**src/rtl/core/assert_macros.svh**
```systemverilog
// Assertion helpers shared by the likelihood unit. Each expects i_clk and
// i_rst_n in the scope of the module that uses it.
`ifndef ASSERT_MACROS_SVH
`define ASSERT_MACROS_SVH

// The property must hold at every clock edge outside reset.
`define GML_ASSERT_HOLDS(lbl, prop, msg) \
    lbl: assert property (@(posedge i_clk) disable iff (!i_rst_n) (prop)) \
        else $error(msg);

// When the condition holds, the property must hold in the next cycle.
`define GML_ASSERT_NEXT(lbl, cond, prop, msg) \
    lbl: assert property (@(posedge i_clk) disable iff (!i_rst_n) (cond) |=> (prop)) \
        else $error(msg);

`endif

```
**src/rtl/core/gml_pkg.sv**
```systemverilog
`default_nettype none

package gml_pkg;

    // Default sizes of the component table.
    localparam int unsigned DEF_MAX_COMPONENTS = 16;
    localparam int unsigned DEF_MAX_DIM        = 4;

    // Fixed point format and datapath widths.
    localparam int unsigned FRAC_BITS = 16;
    localparam int unsigned WORD_W    = 32;
    localparam int unsigned COORD_W   = 16;
    localparam int unsigned PROD_W    = 2 * WORD_W;
    localparam int unsigned ACC_W     = PROD_W - FRAC_BITS + 3;
    localparam int unsigned EXP_W     = 31;
    localparam int unsigned EXP_SHIFT = 30;

    // Exponential table geometry.
    localparam int unsigned WHOLE_STEPS = 32;
    localparam int unsigned FRAC_STEPS  = 16;
    localparam int unsigned SEG_W       = 4;
    localparam int unsigned N_W         = 6;

    localparam longint ONE_Q30      = 64'sd1073741824;
    localparam longint HALF_Q30     = 64'sd536870912;
    localparam longint EXP_M1_Q30   = 64'sd395007542;
    localparam longint EXP_M16_Q30  = 64'sd1008687095;

    // Request kinds and word selectors.
    localparam logic       REQ_LOAD  = 1'b0;
    localparam logic       REQ_POINT = 1'b1;
    localparam logic [4:0] SEL_COV_FIRST = 5'd4;
    localparam logic [4:0] SEL_SCALE     = 5'd20;
    localparam logic [4:0] SEL_ENABLE    = 5'd21;

    // Configuration register indexes.
    localparam logic CFG_COUNT = 1'b0;
    localparam logic CFG_DIM   = 1'b1;

    typedef struct packed {
        logic                      req_type;
        logic [3:0]                comp_index;
        logic [4:0]                word_select;
        logic signed [WORD_W-1:0]  word_value;
        logic signed [COORD_W-1:0] coord_0;
        logic signed [COORD_W-1:0] coord_1;
        logic signed [COORD_W-1:0] coord_2;
        logic signed [COORD_W-1:0] coord_3;
    } t_in_item;

    typedef struct packed {
        logic [WORD_W-1:0] likelihood;
        logic              saturated;
    } t_out_item;

    typedef struct packed {
        logic busy;
        logic done;
    } t_seq_status;

    typedef enum logic [3:0] {
        ST_IDLE,
        ST_COMP,
        ST_D_RD,
        ST_D_CALC,
        ST_T_RD,
        ST_T_MUL,
        ST_T_ACC,
        ST_Q_MUL,
        ST_Q_ACC,
        ST_H,
        ST_E_DW,
        ST_E_FR,
        ST_E_WM,
        ST_E_SC,
        ST_TERM,
        ST_DONE
    } t_state;

    typedef logic [EXP_W-1:0] t_whole_tab [0:WHOLE_STEPS];
    typedef logic [EXP_W-1:0] t_frac_tab  [0:FRAC_STEPS];
    typedef logic [EXP_W-1:0] t_drop_tab  [0:FRAC_STEPS-1];

    // e^-n in Q1.30 by repeated rounded multiplication.
    function automatic t_whole_tab build_whole();
        t_whole_tab tab;
        longint     v;
        v = ONE_Q30;
        for (int k = 0; k <= WHOLE_STEPS; k++) begin
            tab[k] = EXP_W'(v);
            v = (v * EXP_M1_Q30 + HALF_Q30) >>> EXP_SHIFT;
        end
        return tab;
    endfunction

    // e^(-k/16) in Q1.30.
    function automatic t_frac_tab build_frac();
        t_frac_tab tab;
        longint    v;
        v = ONE_Q30;
        for (int k = 0; k <= FRAC_STEPS; k++) begin
            tab[k] = EXP_W'(v);
            v = (v * EXP_M16_Q30 + HALF_Q30) >>> EXP_SHIFT;
        end
        return tab;
    endfunction

    // Step between neighbouring fraction entries, used for interpolation.
    function automatic t_drop_tab build_drop();
        t_frac_tab f;
        t_drop_tab tab;
        f = build_frac();
        for (int k = 0; k < FRAC_STEPS; k++) begin
            tab[k] = f[k] - f[k+1];
        end
        return tab;
    endfunction

    localparam t_whole_tab WHOLE_EXP = build_whole();
    localparam t_frac_tab  FRAC_EXP  = build_frac();
    localparam t_drop_tab  FRAC_DROP = build_drop();

    // Saturate an accumulator value to a signed 32-bit word.
    function automatic logic signed [WORD_W-1:0] sat32(input logic signed [ACC_W-1:0] v);
        logic signed [ACC_W-1:0] hi;
        logic signed [ACC_W-1:0] lo;
        hi = ACC_W'(64'sh7FFF_FFFF);
        lo = ACC_W'(-64'sh8000_0000);
        if (v > hi) begin
            return WORD_W'(hi);
        end else if (v < lo) begin
            return WORD_W'(lo);
        end
        return WORD_W'(v);
    endfunction

endpackage

`default_nettype wire

```
**src/rtl/core/gml_mul.sv**
```systemverilog
`default_nettype none

module gml_mul (
    input  wire logic                                  i_clk,
    input  wire logic signed [gml_pkg::WORD_W-1:0]     i_a,
    input  wire logic signed [gml_pkg::WORD_W-1:0]     i_b,
    output logic signed [gml_pkg::PROD_W-1:0]          o_prod
);
    import gml_pkg::*;

    logic signed [PROD_W-1:0] r_prod;

    // Shared signed multiplier with its product registered.
    always_ff @(posedge i_clk) begin
        r_prod <= PROD_W'(i_a) * PROD_W'(i_b);
    end

    assign o_prod = r_prod;

endmodule

`default_nettype wire

```
**src/rtl/core/gml_seq.sv**
```systemverilog
`default_nettype none
`include "assert_macros.svh"

module gml_seq #(
    parameter int unsigned MAX_COMPONENTS = gml_pkg::DEF_MAX_COMPONENTS,
    parameter int unsigned MAX_DIM        = gml_pkg::DEF_MAX_DIM,
    localparam int unsigned MEAN_D = MAX_COMPONENTS * MAX_DIM,
    localparam int unsigned COV_D  = MEAN_D * MAX_DIM,
    localparam int unsigned MA_W   = (MEAN_D > 1) ? $clog2(MEAN_D) : 1,
    localparam int unsigned CA_W   = (COV_D > 1) ? $clog2(COV_D) : 1,
    localparam int unsigned CI_W   = (MAX_COMPONENTS > 1) ? $clog2(MAX_COMPONENTS) : 1
) (
    input  wire logic                              i_clk,
    input  wire logic                              i_rst_n,
    input  wire logic                              i_start,
    input  wire gml_pkg::t_in_item                 i_item,
    input  wire logic [4:0]                        i_count,
    input  wire logic [2:0]                        i_dim,
    input  wire logic                              i_out_free,
    input  wire logic signed [gml_pkg::WORD_W-1:0] i_mean,
    input  wire logic signed [gml_pkg::WORD_W-1:0] i_cov,
    input  wire logic signed [gml_pkg::WORD_W-1:0] i_scale,
    input  wire logic [MAX_COMPONENTS-1:0]         i_en,
    output logic [MA_W-1:0]                        o_mean_addr,
    output logic [CA_W-1:0]                        o_cov_addr,
    output logic [CI_W-1:0]                        o_scale_addr,
    output gml_pkg::t_seq_status                   o_status,
    output gml_pkg::t_out_item                     o_result
);
    import gml_pkg::*;

    localparam int unsigned CC_W  = $clog2(MAX_COMPONENTS + 1);
    localparam int unsigned DI_W  = (MAX_DIM > 1) ? $clog2(MAX_DIM) : 1;
    localparam int unsigned SUM_W = WORD_W + 2 + $clog2(MAX_COMPONENTS + 1);

    t_state                    r_state;
    t_state                    n_state;
    logic [CC_W-1:0]           r_c;
    logic [CC_W-1:0]           r_count;
    logic [DI_W-1:0]           r_i;
    logic [DI_W-1:0]           r_j;
    logic [DI_W-1:0]           r_dim_last;
    logic signed [COORD_W-1:0] r_coord [0:3];
    logic signed [WORD_W-1:0]  r_d [0:MAX_DIM-1];
    logic signed [ACC_W-1:0]   r_t;
    logic signed [ACC_W-1:0]   r_q;
    logic [N_W-1:0]            r_n;
    logic [SEG_W-1:0]          r_seg;
    logic [FRAC_BITS-1:0]      r_w;
    logic                      r_skip;
    logic [EXP_W-1:0]          r_fr;
    logic signed [SUM_W-1:0]   r_sum;

    logic signed [WORD_W-1:0]  mul_a;
    logic signed [WORD_W-1:0]  mul_b;
    logic signed [PROD_W-1:0]  prod;
    logic signed [ACC_W-1:0]   prod_sh;
    logic signed [ACC_W-1:0]   diff;
    logic signed [ACC_W-1:0]   h_raw;
    logic signed [ACC_W-1:0]   h_pos;
    logic [FRAC_BITS-1:0]      h_frac;
    logic                      comp_end;
    logic                      i_last;
    logic                      j_last;
    logic                      comp_on;
    logic [CC_W-1:0]           count_eff;
    logic [DI_W-1:0]           dim_last_eff;

    gml_mul u_mul (
        .i_clk  (i_clk),
        .i_a    (mul_a),
        .i_b    (mul_b),
        .o_prod (prod)
    );

    // Shared decodes of counters and the multiplier result.
    always_comb begin
        comp_end = r_c >= r_count;
        comp_on  = i_en[CI_W'(r_c)];
        i_last   = r_i == r_dim_last;
        j_last   = r_j == r_dim_last;
        prod_sh  = ACC_W'(prod >>> FRAC_BITS);
        diff     = (ACC_W'(r_coord[2'(r_i)]) <<< FRAC_BITS) - ACC_W'(i_mean);
        h_raw    = r_q >>> 1;
        h_pos    = h_raw[ACC_W-1] ? '0 : h_raw;
        h_frac   = h_pos[FRAC_BITS-1:0];
        if (int'(i_count) > MAX_COMPONENTS) begin
            count_eff = CC_W'(MAX_COMPONENTS);
        end else begin
            count_eff = CC_W'(i_count);
        end
        if (i_dim == 3'd0) begin
            dim_last_eff = '0;
        end else if (int'(i_dim) > MAX_DIM) begin
            dim_last_eff = DI_W'(MAX_DIM - 1);
        end else begin
            dim_last_eff = DI_W'(i_dim - 3'd1);
        end
    end

    // Next state.
    always_comb begin
        n_state = r_state;
        unique case (r_state)
            ST_IDLE:   if (i_start) n_state = ST_COMP;
            ST_COMP: begin
                if (comp_end) begin
                    n_state = ST_DONE;
                end else if (comp_on) begin
                    n_state = ST_D_RD;
                end
            end
            ST_D_RD:   n_state = ST_D_CALC;
            ST_D_CALC: n_state = i_last ? ST_T_RD : ST_D_RD;
            ST_T_RD:   n_state = ST_T_MUL;
            ST_T_MUL:  n_state = ST_T_ACC;
            ST_T_ACC:  n_state = j_last ? ST_Q_MUL : ST_T_RD;
            ST_Q_MUL:  n_state = ST_Q_ACC;
            ST_Q_ACC:  n_state = i_last ? ST_H : ST_T_RD;
            ST_H:      n_state = ST_E_DW;
            ST_E_DW:   n_state = r_skip ? ST_COMP : ST_E_FR;
            ST_E_FR:   n_state = ST_E_WM;
            ST_E_WM:   n_state = ST_E_SC;
            ST_E_SC:   n_state = ST_TERM;
            ST_TERM:   n_state = ST_COMP;
            ST_DONE:   if (i_out_free) n_state = ST_IDLE;
            default:   n_state = ST_IDLE;
        endcase
    end

    // Outputs: multiplier operands, table addresses, status and the result.
    always_comb begin
        mul_a = '0;
        mul_b = '0;
        unique case (r_state)
            ST_T_MUL: begin
                mul_a = i_cov;
                mul_b = r_d[r_j];
            end
            ST_Q_MUL: begin
                mul_a = r_d[r_i];
                mul_b = sat32(r_t);
            end
            ST_E_DW: begin
                mul_a = WORD_W'(FRAC_DROP[r_seg]);
                mul_b = WORD_W'(r_w);
            end
            ST_E_WM: begin
                mul_a = WORD_W'(WHOLE_EXP[r_n]);
                mul_b = WORD_W'(r_fr);
            end
            ST_E_SC: begin
                mul_a = i_scale;
                mul_b = WORD_W'(prod[EXP_SHIFT +: EXP_W]);
            end
            default: begin
                mul_a = '0;
                mul_b = '0;
            end
        endcase
        o_mean_addr   = MA_W'(int'(r_c) * MAX_DIM + int'(r_i));
        o_cov_addr    = CA_W'((int'(r_c) * MAX_DIM + int'(r_i)) * MAX_DIM + int'(r_j));
        o_scale_addr  = CI_W'(r_c);
        o_status.busy = r_state != ST_IDLE;
        o_status.done = (r_state == ST_DONE) && i_out_free;
        if (r_sum[SUM_W-1]) begin
            o_result.likelihood = '0;
            o_result.saturated  = 1'b1;
        end else if (r_sum[SUM_W-2:WORD_W] != '0) begin
            o_result.likelihood = '1;
            o_result.saturated  = 1'b1;
        end else begin
            o_result.likelihood = r_sum[WORD_W-1:0];
            o_result.saturated  = 1'b0;
        end
    end

    // Sequencer registers and the datapath they steer.
    always_ff @(posedge i_clk) begin
        if (!i_rst_n) begin
            r_state    <= ST_IDLE;
            r_c        <= '0;
            r_count    <= '0;
            r_i        <= '0;
            r_j        <= '0;
            r_dim_last <= '0;
        end else begin
            r_state <= n_state;
            unique case (r_state)
                ST_IDLE: begin
                    if (i_start) begin
                        r_c        <= '0;
                        r_i        <= '0;
                        r_j        <= '0;
                        r_count    <= count_eff;
                        r_dim_last <= dim_last_eff;
                        r_sum      <= '0;
                        r_coord[0] <= i_item.coord_0;
                        r_coord[1] <= i_item.coord_1;
                        r_coord[2] <= i_item.coord_2;
                        r_coord[3] <= i_item.coord_3;
                    end
                end
                ST_COMP: begin
                    r_i <= '0;
                    r_j <= '0;
                    if (!comp_end && !comp_on) begin
                        r_c <= r_c + 1'b1;
                    end
                end
                ST_D_CALC: begin
                    r_d[r_i] <= sat32(diff);
                    r_t      <= '0;
                    r_q      <= '0;
                    r_i      <= i_last ? '0 : r_i + 1'b1;
                end
                ST_T_ACC: begin
                    r_t <= r_t + prod_sh;
                    if (!j_last) begin
                        r_j <= r_j + 1'b1;
                    end
                end
                ST_Q_ACC: begin
                    r_q <= r_q + prod_sh;
                    r_t <= '0;
                    r_j <= '0;
                    if (!i_last) begin
                        r_i <= r_i + 1'b1;
                    end
                end
                ST_H: begin
                    r_skip <= h_pos > (ACC_W'(WHOLE_STEPS) <<< FRAC_BITS);
                    r_n    <= h_pos[FRAC_BITS +: N_W];
                    r_seg  <= h_frac[FRAC_BITS-1 -: SEG_W];
                    r_w    <= {h_frac[FRAC_BITS-SEG_W-1:0], SEG_W'(0)};
                end
                ST_E_DW: begin
                    if (r_skip) begin
                        r_c <= r_c + 1'b1;
                    end
                end
                ST_E_FR: begin
                    r_fr <= FRAC_EXP[r_seg] - prod[FRAC_BITS +: EXP_W];
                end
                ST_TERM: begin
                    r_sum <= r_sum + SUM_W'($signed(prod[EXP_SHIFT +: WORD_W]));
                    r_c   <= r_c + 1'b1;
                end
                default: begin
                end
            endcase
        end
    end

    `GML_ASSERT_NEXT(a_comp_end_done, (r_state == ST_COMP) && (r_c >= r_count), r_state == ST_DONE, "component scan did not finish")
    `GML_ASSERT_HOLDS(a_comp_in_range, (r_state == ST_IDLE) || (r_c <= r_count), "component index ran past the count")
    `GML_ASSERT_HOLDS(a_elem_in_range, (r_state == ST_IDLE) || ((r_i <= r_dim_last) && (r_j <= r_dim_last)), "element index ran past the dimension")

endmodule

`default_nettype wire
```
**config.mk**
```make
export PLATFORM = sky130hd
export DESIGN_NAME = gml_seq
export DESIGN_NICKNAME = d
export VERILOG_FILES = /design/src/rtl/core/gml_pkg.sv /design/src/rtl/core/gml_mul.sv /design/src/rtl/core/gml_seq.sv
export VERILOG_INCLUDE_DIRS = /design/src /design/src/rtl/core
export SDC_FILE = /design/constraint.sdc
export NUM_CORES = 2
export LEC_CHECK = 0
export ABC_AREA = 1
export BUFFER_PORTS_ARGS = -buffer_cell sky130_fd_sc_hd__clkbuf_2
export CELL_PAD_IN_SITES_DETAIL_PLACEMENT = 1
export CELL_PAD_IN_SITES_GLOBAL_PLACEMENT = 1
export CORE_MARGIN = 8
export CORE_UTILIZATION = 35
export CTS_CLUSTER_SIZE = 20
export DETAILED_ROUTE_END_ITERATION = 10
export GPL_ROUTABILITY_DRIVEN = 0
export HOLD_SLACK_MARGIN = 0.02
export PLACE_DENSITY = 0.66
export SYNTH_ARGS = -nofsm -noshare
export SYNTH_HDL_FRONTEND = slang
export SYNTH_SLANG_ARGS = --single-unit
```
**constraint.sdc**
```tcl
create_clock -name i_clk -period 10.2 [get_ports i_clk]
set_clock_uncertainty 0.15 [all_clocks]
set_input_delay 0.51 -clock i_clk [delete_from_list [all_inputs] [get_ports i_clk]]
set_output_delay 0.51 -clock i_clk [all_outputs]
set_load 0.01 [all_outputs]
```
==> flow_metrics.tcl <==
set metrics [dict create \
    run_status "complete, no violations" \
    grt_pass1_wl_mm 426 \
    grt.overflow.total 0 \
    p_per_area_nw_per_um2 144 \
    whs_ns 0.0516 \
    vias 61800 \
    path_max_fanout 13 \
    r2r-start "r_state[1]" \
    drive_above_1_share 0.0845 \
    ys_dominant_reg_cell "edfxtp_1" \
    yosysSeqAreaShare 0.189 \
    fin_ws_ns 0.431 \
    worst_setup_path_end_kind "register" \
    synth_cells 8574 \
    synth_cell_types 79 \
    max-clock-path-buffers 3 \
    clk_pin_slew_ns 0.07 \
    synth_common_cells "inv_1 (1764), nand2_1 (1300), nor2_1 (1226)" \
    synth_largest_area_cell "fa_1" \
    drv_cap 0 \
    coreArea_um2 197000 \
    critical_path_class "reg2reg" \
    place_ws_ns 0.551 \
    slew_viol_final 0 \
    rows 163 \
    antenna_found_initial 7 \
    finalInstanceArea_um2 77000 \
    critPathArrivalTime_ns 10.16 \
    drc_errors 0 \
    hold_viol_final 0 \
    post-route-period-util 0.958 \
    async_reset_ff_frac 0 \
    cts_root_buf "clkbuf_16" \
    drt_first_pass_iters 5 \
    crit_path_top_delay_cell "a21oi_1" \
    worstSkewPairLatency_ns 0.64 \
    relSlewSlack 0.233 \
    die_w_um 461 \
    dieArea_um2 212000 \
    wl_per_cell_um 24.5 \
    nNetsFinal 10600 \
    via_per_inst 5.35 \
    rsz0062_at_grt "false" \
    place_hpwl_mm 232 \
    yosys-top-cells-area "fa_1 (31%), edfxtp_1 (17%), inv_1 (9.6%)" \
    die_h_um 461 \
    cp.required_ns 10.59 \
    numCtsBuffers 52 \
    fmax_mhz 102 \
    postPlaceCellArea_um2 74500 \
    synth_area_um2 69300 \
    p_leak_nw 35.4 \
    io_buffers 240 \
    drtIter0Drc 4857 \
    grt_max_degree 107 \
    antenna_left 0 \
    crit_path_max_incr_delay_ns 0.82 \
    path_common_cell "fa_1" \
    cts_tree "done" \
    hp-class "in2reg" \
    track_usage 0.264 \
    area_delta_synth_final_pct 11.1 \
    rr_worst_depth 32 \
    fin_tns_setup_ns 0 \
    peakVddDrop_v 0.000132 \
    timing.rr.end "u_mul.o_prod[52]" \
    final_util 0.391 \
    start_kind "register" \
    cp-endpoint "u_mul.o_prod[52]" \
    setup-violations-final 0 \
    synth_edf_count 387 \
    cp-startpoint "r_state[1]" \
    post_cts_buffers 0 \
    yosys.area.top_type_share 0.314 \
    start_util 0.352 \
    cts_sinks 459 \
    worstMarginPinSlew_ns 1.15 \
    routed_wl_mm 283 \
    nFillCells 24000 \
    grt_pass1_vias 67300 \
    cts_htree_levels 2 \
    yosysWarningCount 0 \
    synth_seq_cells 459 \
    min_period_ns 9.77 \
    boundaryPins 283 \
    syn_area_per_cell_um2 8.08 \
    r2r_slack_ns 0.43 \
    syn-num-nets 10300 \
    synthMostInstantiatedCell "inv_1" \
]
[per-stage QoR]
stage | cells | total power (W)
6_report | 11600 | 0.0111
5_1_grt | 11500 | 0.0117
4_1_cts | 11500 | 0.0110
3_5_place_dp | 11400 | 0.00896
3_3_place_gp | 11400 | 0.00883
2_1_floorplan | 8574 | 0.00652
[final cells by class]
cell class	count	area (um^2)	share of cell area
Timing Repair Buffer	536	3870	0.0503
Clock inverter	35	352	0.00457
Tap cell	2640	3300	0.0429
Inverter	1820	6830	0.0888
Clock buffer	61	1390	0.0180
Sequential cell	459	13100	0.170
Multi-Input combinational cell	5996	48100	0.626
Antenna cell	4	10.0	0.000130
[layout by cell type (no fill, tap or decap), types with 18 or more instances in the layout]
| cell type | netlist | layout |
|---|---|---|
| inv_1 | 1764 | 1763 |
| nand2_1 | 1300 | 1300 |
| nor2_1 | 1226 | 1213 |
| fa_1 | 1085 | 1085 |
| a21oi_1 | 624 | 623 |
| o21ai_0 | 427 | 427 |
| ha_1 | 392 | 392 |
| edfxtp_1 | 387 | 387 |
| clkbuf_2 | 1 | 240 |
| buf_4 | 20 | 204 |
| nand3_1 | 154 | 154 |
| xor2_1 | 79 | 79 |
| dlygate4sd3_1 | 0 | 70 |
| dfxtp_1 | 72 | 69 |
| nand4_1 | 57 | 57 |
| nand2_2 | 54 | 54 |
| clkbuf_16 | 0 | 53 |
| nor3_1 | 54 | 51 |
| o21a_1 | 51 | 51 |
| a221oi_1 | 48 | 48 |
| a31oi_1 | 47 | 46 |
| inv_2 | 41 | 41 |
| o211ai_1 | 36 | 36 |
| xnor2_1 | 34 | 34 |
| nor4_1 | 34 | 31 |
| o22ai_1 | 28 | 28 |
| a211oi_1 | 27 | 27 |
| a21o_1 | 23 | 23 |
| or2_2 | 22 | 22 |
| buf_12 | 0 | 22 |
| clkinv_1 | 14 | 21 |
| o21bai_1 | 21 | 21 |
| a22o_1 | 18 | 18 |
[state kept, by name (all words and copies together) (netlist names), 6 cells and up, named ones only]
register      cells
r_coord          64
r_d             128
r_fr             31
r_n               6
r_q              51
r_sum            39
r_t              51
r_w              12
u_mul.o_prod     48
[critical path, delay by kind of cell (launching register included)]
family / cells / cell delay, ns
adder cells (fa/ha/maj): 9 / 4.63
AO/OA/AOI/OAI: 7 / 2.18
buffers and inverters: 9 / 1.29
flip-flops: 1 / 0.46
AND/OR/NAND/NOR: 7 / 0.93
[worst min path at each step]
stage / from / endpoint / slack, ns / cells after the start
after floorplan: r_count[1] / r_count[1] / 0.30 / 2
after global placement: r_count[1] / r_count[1] / 0.31 / 2
after detailed placement: r_count[1] / r_count[1] / 0.31 / 2
after CTS: i_dim[0] / r_dim_last[0] / 0.02 / 4
after global routing: i_dim[0] / r_dim_last[0] / 0.07 / 4
final: i_dim[0] / r_dim_last[0] / 0.05 / 4
[cells by family after synthesis]
kind of cell | after synthesis | share of synthesized area
flops | 459 | 0.189
buf+inv | 2119 | 0.119
compound gates | 1433 | 0.118
xor+xnor | 114 | 0.0145
fa+ha+maj | 1477 | 0.384
simple gates | 2972 | 0.176
[repair_timing]
action	4_1_cts	5_1_grt
gates resized for setup	0	1
hold buffers	70	0
endpoints found under the setup margin	0	2
endpoints found under the hold margin	70	0
[power breakdown]
group / total, W / internal, W / switching [W]
clock network: 0.00198 / 0.00111 / 0.000875
registers: 0.00309 / 0.00261 / 0.000478
logic: 0.00602 / 0.00174 / 0.00429
[layer usage]
layer / track usage / vias to the layer above / wire length, um
met5: 0 / - / 0
met4: 0.107 / 0 / 13900
met3: 0.0413 / 512 / 19100
met2: 0.433 / 2126 / 131000
met1: 0.348 / 31800 / 119000
li1: - / 27400 / -
(Power assumes the default switching activity.)
